[src/design/anxb_pkg.sv]
// Shared types and constants for the Annex B NAL splitter.
// Holds the result record passed from the scanner to the top level.
// No dependencies.
package anxb_pkg;

    // Default sizing for the top-level parameters
    localparam int DEFAULT_MAX_UNITS     = 32;
    localparam int DEFAULT_POSITION_BITS = 24;

    // Fixed widths of the result fields
    localparam int OUT_POS_W = 24;
    localparam int TYPE_W    = 6;
    localparam int TOTAL_W   = 6;

    // Stream byte codes
    localparam logic [7:0] ZERO_BYTE   = 8'h00;
    localparam logic [7:0] SC_END_BYTE = 8'h01;

    // NAL type mask applied to bits 6..1 of the header byte
    localparam logic [TYPE_W-1:0] TYPE_MASK = 6'h3F;

    // One result beat
    typedef struct packed {
        logic                 nal_valid;
        logic [OUT_POS_W-1:0] nal_offset;
        logic [OUT_POS_W-1:0] nal_length;
        logic [TYPE_W-1:0]    nal_type;
        logic                 stream_end;
        logic [TOTAL_W-1:0]   nal_total;
    } nal_res_t;

endpackage

[src/design/anxb_scan.sv]
// Start-code scanner: next-state and result logic for one stream byte.
// Purely combinational; the top level holds the state registers.
// Depends on anxb_pkg.
module anxb_scan #(
    parameter int MAX_UNITS     = anxb_pkg::DEFAULT_MAX_UNITS,
    parameter int POSITION_BITS = anxb_pkg::DEFAULT_POSITION_BITS,
    parameter int UNIT_W        = $clog2(MAX_UNITS + 1)
) (
    input  logic [7:0]                     data_byte,
    input  logic                           last_byte,
    input  logic [POSITION_BITS-1:0]       pos,
    input  logic [23:0]                    recent,
    input  logic                           in_nal,
    input  logic [POSITION_BITS-1:0]       cur_start,
    input  logic [anxb_pkg::TYPE_W-1:0]    cur_type,
    input  logic [UNIT_W-1:0]              units,
    output logic [POSITION_BITS-1:0]       pos_next,
    output logic [23:0]                    recent_next,
    output logic                           inside_next,
    output logic [POSITION_BITS-1:0]       start_next,
    output logic [anxb_pkg::TYPE_W-1:0]    type_next,
    output logic [UNIT_W-1:0]              units_next,
    output logic                           res_valid,
    output anxb_pkg::nal_res_t             res
);

    localparam logic [UNIT_W-1:0] MAX_CNT = UNIT_W'(MAX_UNITS);

    logic                                      sc;
    logic                                      ins;
    logic [POSITION_BITS-1:0]                  start;
    logic [anxb_pkg::TYPE_W-1:0]               typ;
    logic [UNIT_W-1:0]                         cnt;
    logic                                      emit;
    logic [POSITION_BITS-1:0]                  e_off;
    logic [POSITION_BITS-1:0]                  e_len;
    logic [anxb_pkg::TYPE_W-1:0]               e_typ;
    logic [POSITION_BITS-1:0]                  end_pos;
    logic [POSITION_BITS-1:0]                  len;
    logic [POSITION_BITS+anxb_pkg::OUT_POS_W-1:0] off_ext;
    logic [POSITION_BITS+anxb_pkg::OUT_POS_W-1:0] len_ext;
    logic [UNIT_W+anxb_pkg::TOTAL_W-1:0]       cnt_ext;

    // 00 00 01 ending at this byte
    assign sc = (data_byte == anxb_pkg::SC_END_BYTE)
             && (recent[7:0] == anxb_pkg::ZERO_BYTE)
             && (recent[15:8] == anxb_pkg::ZERO_BYTE);

    // NAL open/close decisions
    always_comb begin
        ins     = in_nal;
        start   = cur_start;
        typ     = cur_type;
        cnt     = units;
        emit    = 1'b0;
        e_off   = '0;
        e_len   = '0;
        e_typ   = '0;
        end_pos = '0;
        len     = '0;

        if (units < MAX_CNT) begin
            if (ins) begin
                // first payload byte carries the type
                if (pos == start) begin
                    typ = data_byte[6:1] & anxb_pkg::TYPE_MASK;
                end
                if (sc) begin
                    // a zero before 00 00 01 belongs to the 4-byte code
                    if (recent[23:16] == anxb_pkg::ZERO_BYTE) begin
                        end_pos = pos - POSITION_BITS'(3);
                    end else begin
                        end_pos = pos - POSITION_BITS'(2);
                    end
                    len = end_pos - start;
                    if (len != '0) begin
                        emit  = 1'b1;
                        e_off = start;
                        e_len = len;
                        e_typ = typ;
                        cnt   = cnt + UNIT_W'(1);
                    end
                    ins = 1'b0;
                end
            end
            if (sc && !last_byte && (cnt < MAX_CNT)) begin
                ins   = 1'b1;
                start = pos + POSITION_BITS'(1);
                typ   = '0;
            end
        end else begin
            ins = 1'b0;
        end

        // stream end closes an open NAL
        if (last_byte && !emit && ins) begin
            len = pos + POSITION_BITS'(1) - start;
            if (len != '0) begin
                emit  = 1'b1;
                e_off = start;
                e_len = len;
                e_typ = typ;
                cnt   = cnt + UNIT_W'(1);
            end
        end
    end

    // Next state; a stream end returns everything to reset values
    always_comb begin
        if (last_byte) begin
            pos_next    = '0;
            recent_next = '1;
            inside_next = 1'b0;
            start_next  = '0;
            type_next   = '0;
            units_next  = '0;
        end else begin
            pos_next    = pos + POSITION_BITS'(1);
            recent_next = {recent[15:0], data_byte};
            inside_next = ins;
            start_next  = start;
            type_next   = typ;
            units_next  = cnt;
        end
    end

    // Result record, fields zero-extended or truncated to output widths
    assign off_ext = {{anxb_pkg::OUT_POS_W{1'b0}}, e_off};
    assign len_ext = {{anxb_pkg::OUT_POS_W{1'b0}}, e_len};
    assign cnt_ext = {{anxb_pkg::TOTAL_W{1'b0}}, cnt};

    assign res_valid      = emit || last_byte;
    assign res.nal_valid  = emit;
    assign res.nal_offset = off_ext[anxb_pkg::OUT_POS_W-1:0];
    assign res.nal_length = len_ext[anxb_pkg::OUT_POS_W-1:0];
    assign res.nal_type   = e_typ;
    assign res.stream_end = last_byte;
    assign res.nal_total  = cnt_ext[anxb_pkg::TOTAL_W-1:0];

endmodule

[src/design/annexb_nal_splitter_core.sv]
// Top level of the HEVC Annex B NAL splitter: stream ports, state and
// result registers around the start-code scanner.
// Depends on anxb_pkg and anxb_scan.
//
// Takes one stream byte per beat (tlast marks the final byte) and emits a
// beat per completed NAL unit giving offset, length and type; the final
// byte's beat carries the stream-end mark and the unit count, plus any unit it
// completes. Bytes are scanned against a three-byte history, so one byte is
// accepted every clock unless stalled; a result appears in the cycle after
// the byte that completes it. The input is stalled only while a result sits
// in the output register and the downstream side is not taking it. Positions
// wrap modulo 2^POSITION_BITS; after MAX_UNITS units, bytes are only counted.
module annexb_nal_splitter_core #(
    parameter int MAX_UNITS     = anxb_pkg::DEFAULT_MAX_UNITS,
    parameter int POSITION_BITS = anxb_pkg::DEFAULT_POSITION_BITS
) (
    input  logic        aclk,
    input  logic        aresetn,
    // byte stream
    input  logic        s_tvalid,
    output logic        s_tready,
    input  logic [7:0]  s_tdata,   // [7:0] data_byte
    input  logic        s_tlast,   // last_byte
    // NAL results
    output logic        m_tvalid,
    input  logic        m_tready,
    output logic [63:0] m_tdata,   // [23:0] nal_offset, [47:24] nal_length,
                                   // [53:48] nal_type, [59:54] nal_total, zero pad
    output logic        m_tuser,   // nal_valid
    output logic        m_tlast    // stream_end
);

    localparam int UNIT_W = $clog2(MAX_UNITS + 1);

    logic [POSITION_BITS-1:0]    pos_reg,    pos_next;
    logic [23:0]                 recent_reg, recent_next;
    logic                        inside_reg, inside_next;
    logic [POSITION_BITS-1:0]    start_reg,  start_next;
    logic [anxb_pkg::TYPE_W-1:0] type_reg,   type_next;
    logic [UNIT_W-1:0]           units_reg,  units_next;
    logic                        res_valid;
    anxb_pkg::nal_res_t          res;
    anxb_pkg::nal_res_t          out_reg;
    logic                        out_valid_reg;
    logic                        accept;

    assign s_tready = !out_valid_reg || m_tready;
    assign accept   = s_tvalid && s_tready;

    anxb_scan #(
        .MAX_UNITS     (MAX_UNITS),
        .POSITION_BITS (POSITION_BITS),
        .UNIT_W        (UNIT_W)
    ) u_scan (
        .data_byte   (s_tdata),
        .last_byte   (s_tlast),
        .pos         (pos_reg),
        .recent      (recent_reg),
        .in_nal      (inside_reg),
        .cur_start   (start_reg),
        .cur_type    (type_reg),
        .units       (units_reg),
        .pos_next    (pos_next),
        .recent_next (recent_next),
        .inside_next (inside_next),
        .start_next  (start_next),
        .type_next   (type_next),
        .units_next  (units_next),
        .res_valid   (res_valid),
        .res         (res)
    );

    // Scanner state, advanced on each accepted byte
    always_ff @(posedge aclk) begin
        if (!aresetn) begin
            pos_reg    <= '0;
            recent_reg <= '1;
            inside_reg <= 1'b0;
            start_reg  <= '0;
            type_reg   <= '0;
            units_reg  <= '0;
        end else if (accept) begin
            pos_reg    <= pos_next;
            recent_reg <= recent_next;
            inside_reg <= inside_next;
            start_reg  <= start_next;
            type_reg   <= type_next;
            units_reg  <= units_next;
        end
    end

    // Output register valid
    always_ff @(posedge aclk) begin
        if (!aresetn) begin
            out_valid_reg <= 1'b0;
        end else if (accept) begin
            out_valid_reg <= res_valid;
        end else if (m_tready) begin
            out_valid_reg <= 1'b0;
        end
    end

    // Output payload
    always_ff @(posedge aclk) begin
        if (accept && res_valid) begin
            out_reg <= res;
        end
    end

    assign m_tvalid = out_valid_reg;
    assign m_tdata  = {4'b0000, out_reg.nal_total, out_reg.nal_type,
                       out_reg.nal_length, out_reg.nal_offset};
    assign m_tuser  = out_reg.nal_valid;
    assign m_tlast  = out_reg.stream_end;

endmodule
[config.mk]
export PLATFORM = sky130hd
export DESIGN_NAME = annexb_nal_splitter_core
export DESIGN_NICKNAME = d
export VERILOG_FILES = /design/src/design/anxb_pkg.sv /design/src/design/anxb_scan.sv /design/src/design/annexb_nal_splitter_core.sv
export SDC_FILE = /design/constraint.sdc
export NUM_CORES = 1
export LEC_CHECK = 0
export BUFFER_PORTS_ARGS = -buffer_cell sky130_fd_sc_hd__buf_4
export CAP_MARGIN = 5
export CORE_MARGIN = 2
export CORE_UTILIZATION = 30
export CTS_CLUSTER_DIAMETER = 150
export DETAILED_ROUTE_END_ITERATION = 12
export GPL_ROUTABILITY_DRIVEN = 0
export MAX_ROUTING_LAYER = met4
export PLACE_DENSITY = 0.5
export SLEW_MARGIN = 40
export SYNTH_ARGS = -nofsm -noshare
export SYNTH_HDL_FRONTEND = slang
export SYNTH_SLANG_ARGS = --single-unit
[constraint.sdc]
create_clock -name aclk -period 21.3 [get_ports aclk]
set_clock_uncertainty 0.1 [all_clocks]
set_input_delay 4.26 -clock aclk [delete_from_list [all_inputs] [get_ports aclk]]
set_output_delay 4.26 -clock aclk [all_outputs]
set_load 0.03 [all_outputs]
# Word level (Yosys, flattened, before mapping)
# Cells that the tools add are included.
totals:
  register_bits: 148
  in_bits: 13
  out_inout_bits: 68
  word_cells: 96
op_classes:
  n_addsub: 7
  magnitude_cmp: 2
  eq_ne: 2
  muxes: 53
  n_reduce_logical: 19
ops:
  columns: ["op", "n"]
  rows:
  - ["24-bit 2-to-1 mux", 21]
  - ["6-bit 2-to-1 mux", 19]
  - ["24-bit nonzero test", 2]
  - ["24-bit by 2-bit subtractor with 24-bit output, second input constant", 2]
  - ["24-bit subtractor", 2]
  - ["24-bit by 1-bit adder with 24-bit output, second input constant", 1]
  - ["24-bit == test", 1]
  - ["8-bit zero test", 3]
  - ["1-bit 2-to-1 mux", 13]
  - ["6-bit by 1-bit adder with 6-bit output, second input constant", 2]
  - ["6-bit less-than comparator, second input constant", 2]
  - ["8-bit by 1-bit == test with 1-bit output, second input constant", 1]
  - ["1-bit logical AND", 8]
  - ["1-bit zero test", 3]
  - ["1-bit logical OR", 2]
  - ["2-bit nonzero test", 1]

# Logic depth before layout (Yosys ltp)
# Gate-level depths: netlist of the first run.
depth:
  depth_word: 22
  depth_mapped: 42
  ltp_nobuf: 38

# By module
# Synthesis of the first run repeated with hierarchy kept, for this count alone.
hier_totals:
  cells_unflattened: 1562
  hier_area_um2: 12081.6
by_module_without_submodules:
  columns: ["module", "instances", "cells_per_inst", "area_each_um2"]
  rows:
  - ["anxb_scan", 1, 1117, 6797.8]
  - ["annexb_nal_splitter_core", 1, 445, 5283.8]

# Least setup slack after synthesis of the first run
# No wires, ideal clock.
synth_timing:
  path_kind: "input -> register"
  from: "input port s_tdata[2]"
  to: "register out_reg (netlist bit m_tdata[55]) (data pin)"
  setup_time_ns: 0.260
  arrival_ns: 9.251
  required_ns: 20.940
  slack_ns: 11.689
  cell_stages: 24
  n_path_buf: 2
  path_cell_list: "nor4b_1 and4_1 nand3_1 nor2_1 nand2_1 nor2_1 buf_2 nor2_1 a21oi_1 ha_1 maj3_1 a221oi_1 o311ai_0 a211oi_1 o32ai_1 nor3b_1 o21ai_1 a41oi_1 xnor2_1 a211o_1 nor4b_2 a21o_1 buf_4 mux2_2"
synth_lines:
  columns: ["item", "line", "source"]
  rows:
  - ["start, declared", "annexb_nal_splitter_core.sv:22", "input logic [7:0] s_tdata,"]
  - ["end signal, assigned", "annexb_nal_splitter_core.sv:106", "out_reg <= res;"]
  - ["end, declared", "annexb_nal_splitter_core.sv:43", "anxb_pkg::nal_res_t out_reg;"]

==> out/metrics.yaml, run 1 <==
run_status:
  outcome: "completed"
critical_path:
  cp_max_fo: 11
  cp-start-kind: "input port"
  r2r_slack_ps: 10780
  critPathRequiredTime_ps: 21380
  r2r-end: "m_tdata[8]"
  startpoint: "s_tdata[2]"
  worst-setup-path-type: "input port to flip-flop"
  max_stage_delay_ps: 540
  cp_slowest_cell: "o311ai_0"
  end_kind: "flip-flop"
  r2r_start: "recent_reg[23]"
  cp.arrival_ps: 10630
  reg2reg_depth: 34
detailed_routing:
  top_layer_used: "met4"
  post_drt_wl_per_cell_um: 20.8
  vias: 10294
  vias_per_cell: 5.59
  drt_iter0_markers: 815
  wl_met3_mm: 2.51
  ant_nets: 0
  dr_wl_met2_mm: 17.6
  finalWirelength_mm: 38.3
  met1_length_mm: 17.6
  drtPass1Iterations: 5
  drc_errors: 0
worst_hold_path:
  min_path_type: "flip-flop to flip-flop"
  hp-start: "recent_reg[19]"
  min_path_cells: 2
  min_to: "recent_reg[19]"
clocking:
  worstSkewPairLatency_ps: 440
  cts_max_path_buffers: 2
  post_cts_resized: 0
  path_clk_slew_ps: 60
  root_buffer: "clkbuf_16"
  clock_sinks: 148
  cts_setup_buffers: 0
  tritoncts: "built"
  numCtsBuffers: 17
  ctsHoldBuffers: 0
  htreeDepth: 4
grt:
  grt_max_degree: 90
  antenna_found_initial: 0
  grt_pass1_wl_mm: 59.0
  gr-usage-all-layers_pct: 20.5
  grt_overflow: 0
  grt_pass1_vias: 9680
sta:
  rsz0062_at_grt: "false"
  max_clock_freq_mhz: 94.8
  fin_ws_ps: 10750
  min_period_ps: 10550
  slew_violations: 0
  slew_headroom_pct: 47.4
  finalCritPeriodShare_pct: 49.5
  setup_viol: 0
  hold_viol_final: 0
  holdWs_ps: 422
  fin_tns_setup_ps: 0
  worst_pin_slew_ps: 788
synthesis:
  yosysMostFrequentCell: "nor2_1"
  synthTopCellsByArea: "edfxtp_1 17%, dfxtp_1 16%, xnor2_1 5.9%"
  ys_seq_elements: 148
  synthCells: 1339
  synthTopCellsByCount: "115 x nor2_1, 101 x nand2_1, 91 x o21ai_0"
  avgSynthCellArea_um2: 8.23
  yosysWarnings: 0
  syn_area_um2: 11000
  ys_async_sr_fraction_pct: 0
  synth_area_leader_cell: "edfxtp_1"
  synth_top_flop_cell: "dfxtp_1"
  synth_top_area_share_pct: 16.9
  ys_seq_area_share_pct: 32.5
  synth-edff-count: 62
  synth_cell_types: 95
job:
  max_cap_viol_count: 0
die:
  start_util_pct: 30.3
  core_um2: 36400
  io_pins: 81
  die_h_um: 196
  die-area_um2: 38300
  fp.dieW_um: 196
  placementRows: 70
placement:
  placed_area_um2: 11900
  hpwl_mm: 28.6
  port_buffers: 76
  post-place-ws_ps: 10190
pwr:
  powerDensity_nw_per_um2: 54.0
  vdd_drop_max_mv: 0.0557
  power.leakage_nw: 4.58
cells_and_area:
  final_layout_size_suffix_gt1_share_pct: 13.1
  antenna_cells: 0
  regArea_um2: 3580
  area_delta_synth_final_pct: 13.6
  largest_reg_flops: 60
  fin_area_um2: 12500
  multi_input_area_um2: 6890
  nNetsFinal: 1413
  fillers: 3834
cell usage in the layout, fill, tap and decap left out, drive strengths merged, types with 9 or more instances in the layout:
cell type	synthesis	layout
nand2b	13	13
edfxtp	62	62
nor2	126	126
nand4	16	16
nand3	32	32
a211o	9	9
o211ai	13	13
buf	30	88
clkbuf	58	23
and3	14	14
a31oi	11	11
a21o	13	13
xor2	48	48
ha	38	38
o21ai	102	102
o22ai	28	28
dfxtp	86	86
inv	50	58
or3	13	13
nor3	58	58
nor4	24	24
a22oi	34	34
and2	32	32
nand2	101	101
a21oi	76	76
nor2b	44	44
a211oi	11	11
xnor2	74	74
metrics by stage:
| step | utilization (%) | power, mW | cells |
|---|---|---|---|
| finish | 34.4 | 0.676 | 1842 |
| global route | 34.4 | 0.700 | 1842 |
| CTS | 34.3 | 0.683 | 1841 |
| detailed placement | 32.7 | 0.373 | 1809 |
| global placement | 32.6 | 0.372 | 1809 |
| floorplan | - | 0.350 | 1342 |
critical path: cells and delay by family:
kind	cells	cell delay, ps
buffers and inverters	2	370
and+or+nand+nor	11	2860
adders and majority gates	2	600
xor gates and xnor gates	1	130
AOI/OAI and AO/OA	9	2400
cells by family (layout without fill, tap and decap cells):
family	count (synthesis)	count (layout)	synth area share [%]
and+or+nand+nor	499	499	23.7
AOI/OAI and AO/OA	372	372	22.3
DFF	148	148	32.5
buffers and inverters	138	170	5.38
xor gates and xnor gates	122	122	9.76
adders and majority gates	46	46	5.13
muxes	13	13	1.25
other	1	4	0.0340
metal layers:
layer / global-route usage, % / vias up
met5: - / -
met4: 4.74 / 0
met3: 2.92 / 46
met2: 32.3 / 401
met1: 28.1 / 4941
li1: - / 4906
layout make-up:
class	count	area share, %
multi-input combinational	1056	55.1
sequential	148	28.6
inverter	50	1.50
tap	468	4.68
timing repair buffer	88	5.31
clock inverter	9	0.600
clock buffer	23	4.25
where the power goes:
part | leakage (nW) | switching [mW] | total, mW | internal (mW)
combinational | 2.98 | 0.0432 | 0.0634 | 0.0202
sequential | 1.29 | 0.00304 | 0.303 | 0.300
clock | 0.307 | 0.131 | 0.310 | 0.179
total | 4.58 | 0.177 | 0.676 | 0.499
worst max path at each step:
stage,to,slack (ps),cells past startpoint
after floorplan,m_tdata[55],11690,24
after global placement,m_tdata[55],10370,23
after detailed placement,m_tdata[23],10190,25
after CTS,m_tdata[23],10640,25
after global routing,m_tdata[13],10100,35
final,m_tdata[8],10750,25
No activity file was read; power rests on OpenSTA's default activity.
==> inputs of run 2 (changes only) <==
Clock period 21.3 ns to 9.8 ns, I/O delays scaled along.
==> out/metrics.yaml, run 2 (synthesized netlist as in run 1, its figures left out) <==
critical_path:
  cp.arrival_ps: 9270
  startpoint: "recent_reg[23]"
  reg2reg_depth: 36
  cpMostUsedCell: "a21o_1"
  end_kind: "flip-flop"
  cp_max_fo: 26
  r2r_slack_ps: 630
  worst-setup-path-type: "flip-flop to flip-flop"
  r2r-end: "m_tdata[55]"
  critPathRequiredTime_ps: 9900
  r2r_start: "recent_reg[23]"
  cp_slowest_cell: "o21a_2"
  endpoint: "m_tdata[55]"
  max_stage_delay_ps: 410
  cp-start-kind: "flip-flop"
sta:
  max_clock_freq_mhz: 109
  slew_headroom_pct: 48.7
  worst_pin_slew_ps: 767
  slew_violations: 0
  setup_viol: 0
  fin_ws_ps: 627
  finalCritPeriodShare_pct: 93.6
  hold_viol_final: 0
  min_period_ps: 9170
clocking:
  clock_sinks: 148
  cts_setup_buffers: 0
  numCtsBuffers: 17
  cts_max_path_buffers: 2
  path_clk_slew_ps: 70
  htreeDepth: 4
  worstSkewPairLatency_ps: 450
  ctsHoldBuffers: 0
  root_buffer: "clkbuf_16"
  tritoncts: "built"
  post_cts_resized: 0
run_status:
  outcome: "completed"
detailed_routing:
  ant_nets: 0
  post_drt_wl_per_cell_um: 20.8
  vias: 10314
  drt_iter0_markers: 807
  drc_errors: 0
  finalWirelength_mm: 38.7
  vias_per_cell: 5.55
  drtPass1Iterations: 5
grt:
  grt_overflow: 0
  grt_pass1_wl_mm: 59.5
  antenna_found_initial: 0
  grt_max_degree: 90
  grt_pass1_vias: 9750
  gr-usage-all-layers_pct: 20.8
pwr:
  power.leakage_nw: 4.66
  power_switching_mw: 0.388
  vdd_drop_max_mv: 0.120
  internal_power_mw: 1.06
  combPwrFrac_pct: 9.8
  swShare_pct: 26.9
  powerDensity_nw_per_um2: 114
  p_seq_share_pct: 45.5
  pwr-share-clk_pct: 44.7
cells_and_area:
  nNetsFinal: 1430
  final_util_pct: 34.7
  fillers: 3868
  area_delta_synth_final_pct: 14.7
  largest_reg_flops: 60
  layout_common_cells: "113 x nor2_1, 102 x buf_4, 101 x nand2_1, 90 x o21ai_0, 86 x dfxtp_1"
  final_layout_size_suffix_gt1_share_pct: 14.3
  antenna_cells: 0
  final_common_cell: "nor2_1"
placement:
  post-place-ws_ps: 448
  hpwl_mm: 29.0
  port_buffers: 76
die:
  start_util_pct: 30.3
  io_pins: 81
  fp.dieW_um: 196
  die-area_um2: 38300
  die_h_um: 196
  core_um2: 36400
  placementRows: 70
worst_hold_path:
  min_path_type: "flip-flop to flip-flop"
job:
  max_cap_viol_count: 0
==> run 2: cell types whose count changed in the layout (fill, tap and decap cells not counted), moves of 2 or more <==
cell       before  now
clkbuf_16      20   17
inv_4           3    0
buf_4          87  102
clkinv_1        0    2
nor4_2          2    4
inv_6           2    4
inv_8           3    1
clkinv_4        0    3
clkinv_2        1    3
nor4_1         20   18
==> run 2: routing by layer <==
metal	share of wire (%)	vias to the layer above	GRT usage, %
met4	2.2	0	5.67
li1	-	4941	-
met2	45	406	32.1
met1	46	4927	28.4
met5	0	-	-
met3	6.4	40	3.32
==> run 2: power by group through the flow <==
stage	combinational, mW	clock [mW]	sequential (mW)
after floorplan	0.0726	0	0.688
after global routing	0.151	0.684	0.658
after CTS	0.139	0.660	0.657
final	0.141	0.645	0.657
after global placement	0.139	0	0.671
after detailed placement	0.139	0	0.670
==> run 2: worst max-delay path, delay by kind of cell, from the launching register on <==
family / cells / cell delay [ps]
and+or+nand+nor: 14 / 3060
DFF: 1 / 320
xor gates and xnor gates: 2 / 300
buffers and inverters: 2 / 460
AOI/OAI and AO/OA: 15 / 3620
adders and majority gates: 2 / 710
muxes: 1 / 330
==> run 2: worst min path at each step <==
| stage | startpoint | to | slack, ps | cells after the start |
|---|---|---|---|---|
| floorplan | units_reg[4] | units_reg[4] | 390 | 2 |
| global placement | type_reg[2] | type_reg[2] | 410 | 2 |
| detailed placement | recent_reg[17] | recent_reg[17] | 410 | 2 |
| CTS | recent_reg[17] | recent_reg[17] | 430 | 2 |
| global route | recent_reg[22] | recent_reg[22] | 460 | 2 |
| finish | recent_reg[17] | recent_reg[17] | 430 | 2 |
==> run 2: final cells by class <==
type | instances | area [um^2] | area share, %
clock buffers | 18 | 439 | 3.47
inverters | 50 | 188 | 1.48
repair buffers | 105 | 808 | 6.39
flip-flops and latches | 148 | 3580 | 28.3
clock inverters | 14 | 125 | 0.990
multi-input cells | 1056 | 6910 | 54.7
well taps | 468 | 586 | 4.63
==> run 2: through the flow <==
| step | power (mW) | cell area [um^2] | instances | hold WS, ps | setup TNS [ps] |
|---|---|---|---|---|---|
| after floorplan | 0.760 | 11000 | 1342 | 394 | 0 |
| after global placement | 0.810 | 12000 | 1826 | 414 | 0 |
| after detailed placement | 0.809 | 12000 | 1826 | 415 | 0 |
| after CTS | 1.46 | 12600 | 1858 | 429 | 0 |
| after global routing | 1.49 | 12600 | 1859 | 459 | -4.44 |
| final | 1.44 | 12600 | 1859 | 432 | 0 |
==> inputs of run 3 (changes only) <==
Settings changed: RECOVER_POWER set to 25.
==> out/metrics.yaml, run 3 (synthesized netlist as in run 1, its figures left out) <==
die:
  io_pins: 81
  fp.dieW_um: 196
  start_util_pct: 30.3
  die_h_um: 196
  placementRows: 70
  core_um2: 36400
  die-area_um2: 38300
cells_and_area:
  stdcell_count: 1859
  nNetsFinal: 1430
  area_delta_synth_final_pct: 13.2
  antenna_cells: 0
  final_common_cell: "nor2_1"
  largest_reg_flops: 60
  layout_common_cells: "113 x nor2_1, 101 x nand2_1, 90 x o21ai_0, 86 x dfxtp_1"
  fin_area_um2: 12500
  final_layout_size_suffix_gt1_share_pct: 11.2
  final_util_pct: 34.3
clocking:
  root_buffer: "clkbuf_16"
  clock_sinks: 148
  path_clk_slew_ps: 70
  cts_max_path_buffers: 2
  tritoncts: "built"
  cts_setup_buffers: 0
  htreeDepth: 4
  numCtsBuffers: 17
  worstSkewPairLatency_ps: 450
job:
  max_cap_viol_count: 1
sta:
  setup_viol: 0
  hold_viol_final: 0
  max_clock_freq_mhz: 110
  fin_tns_setup_ps: 0
  worst_pin_slew_ps: 2660
  slew_headroom_pct: -77.2
  slew_violations: 52
  min_period_ps: 9110
  finalCritPeriodShare_pct: 93.0
critical_path:
  worst-setup-path-type: "flip-flop to flip-flop"
  r2r-end: "m_tdata[55]"
  cp_slowest_cell: "o21a_2"
  end_kind: "flip-flop"
  max_stage_delay_ps: 410
  r2r_start: "recent_reg[23]"
  cpMostUsedCell: "a21o_1"
  r2r_slack_ps: 690
  cp-start-kind: "flip-flop"
  cp_max_fo: 26
  critPathRequiredTime_ps: 9900
  reg2reg_depth: 36
  cp.arrival_ps: 9210
placement:
  port_buffers: 76
  dp.cells: 1826
  placed_area_um2: 12000
  hpwl_mm: 29.0
pwr:
  powerDensity_nw_per_um2: 115
  p_total_mw: 1.44
  p_seq_share_pct: 45.6
  internal_power_mw: 1.05
  vdd_drop_max_mv: 0.121
  power.leakage_nw: 4.50
  swShare_pct: 27.0
  pwr-share-clk_pct: 44.9
  combPwrFrac_pct: 9.5
  power_switching_mw: 0.388
grt:
  grt_pass1_wl_mm: 59.5
  grt_overflow: 0
  antenna_found_initial: 0
  grt_max_degree: 90
  gr-usage-all-layers_pct: 20.8
  grt_pass1_vias: 9750
detailed_routing:
  drtPass1Iterations: 7
  vias: 10320
  finalWirelength_mm: 38.9
  drc_errors: 0
  ant_nets: 0
  post_drt_wl_per_cell_um: 20.9
  drt_iter0_markers: 907
  vias_per_cell: 5.55
worst_hold_path:
  min_path_type: "flip-flop to flip-flop"
  min_path_cells: 2
  min_to: "recent_reg[17]"
  hp-start: "recent_reg[17]"
run_status:
  violations: "capacitance limit, slew limit"
  outcome: "finished with violations"
==> run 3: changes by cell type in the layout (fill, tap and decap cells not counted), sizes merged <==
| cell | before | now |
|---|---|---|
| buf | 105 | 62 |
| clkbuf | 18 | 61 |
==> run 3: final cells by class <==
cell class | count | area, um^2
Inverter | 50 | 188
Fill cell | 3891 | 24000
Clock inverter | 14 | 125
Clock buffer | 18 | 439
Multi-Input combinational cell | 1056 | 6910
Tap cell | 468 | 586
Timing Repair Buffer | 105 | 647
Sequential cell | 148 | 3580
==> run 3: timing repair <==
| action | 4_1_cts | 5_1_grt |
|---|---|---|
| resized for setup | 0 | 10 |
| setup endpoints to repair | 0 | 54 |
| endpoints found under the hold margin | 0 | 0 |
| hold buffers | 0 | 0 |
==> run 3: layer usage <==
layer  track usage [%]  part of all wire (%)
met5                 -                     0
met4              5.67                   2.3
met3              3.32                   6.5
met2              32.1                    45
met1              28.4                    46
==> run 3: power groups by stage <==
stage | logic (mW) | registers [mW] | clock network (mW)
after floorplan | 0.0726 | 0.688 | 0
after CTS | 0.139 | 0.657 | 0.660
after global routing | 0.146 | 0.658 | 0.684
after detailed placement | 0.139 | 0.670 | 0
after global placement | 0.139 | 0.671 | 0
final | 0.136 | 0.656 | 0.646
==> run 3: how the worst max path moves through the flow <==
| stage | start | end | cells past startpoint |
|---|---|---|---|
| 4_1_cts | recent_reg[23] | m_tdata[54] | 37 |
| 6_report | recent_reg[23] | m_tdata[55] | 36 |
| 5_1_grt | recent_reg[23] | m_tdata[54] | 37 |
| 3_3_place_gp | recent_reg[23] | m_tdata[55] | 36 |
| 3_5_place_dp | recent_reg[23] | m_tdata[54] | 37 |
| 2_1_floorplan | recent_reg[19] | m_tdata[55] | 35 |
==> run 3: per-stage QoR <==
stage / hold slack (ps) / worst slack [ps]
after floorplan: 394 / 1440
after global placement: 414 / 684
after detailed placement: 415 / 448
after CTS: 429 / 412
after global routing: 459 / -4.77
final: 432 / 688
==> run 3: critical path: cells and delay by family, from the launching register on <==
family,cells,cell delay (ps)
AOI/OAI and AO/OA,15,3580
xor gates and xnor gates,2,300
adders and majority gates,2,710
buffers and inverters,2,460
DFF,1,320
muxes,1,330
and+or+nand+nor,14,3030
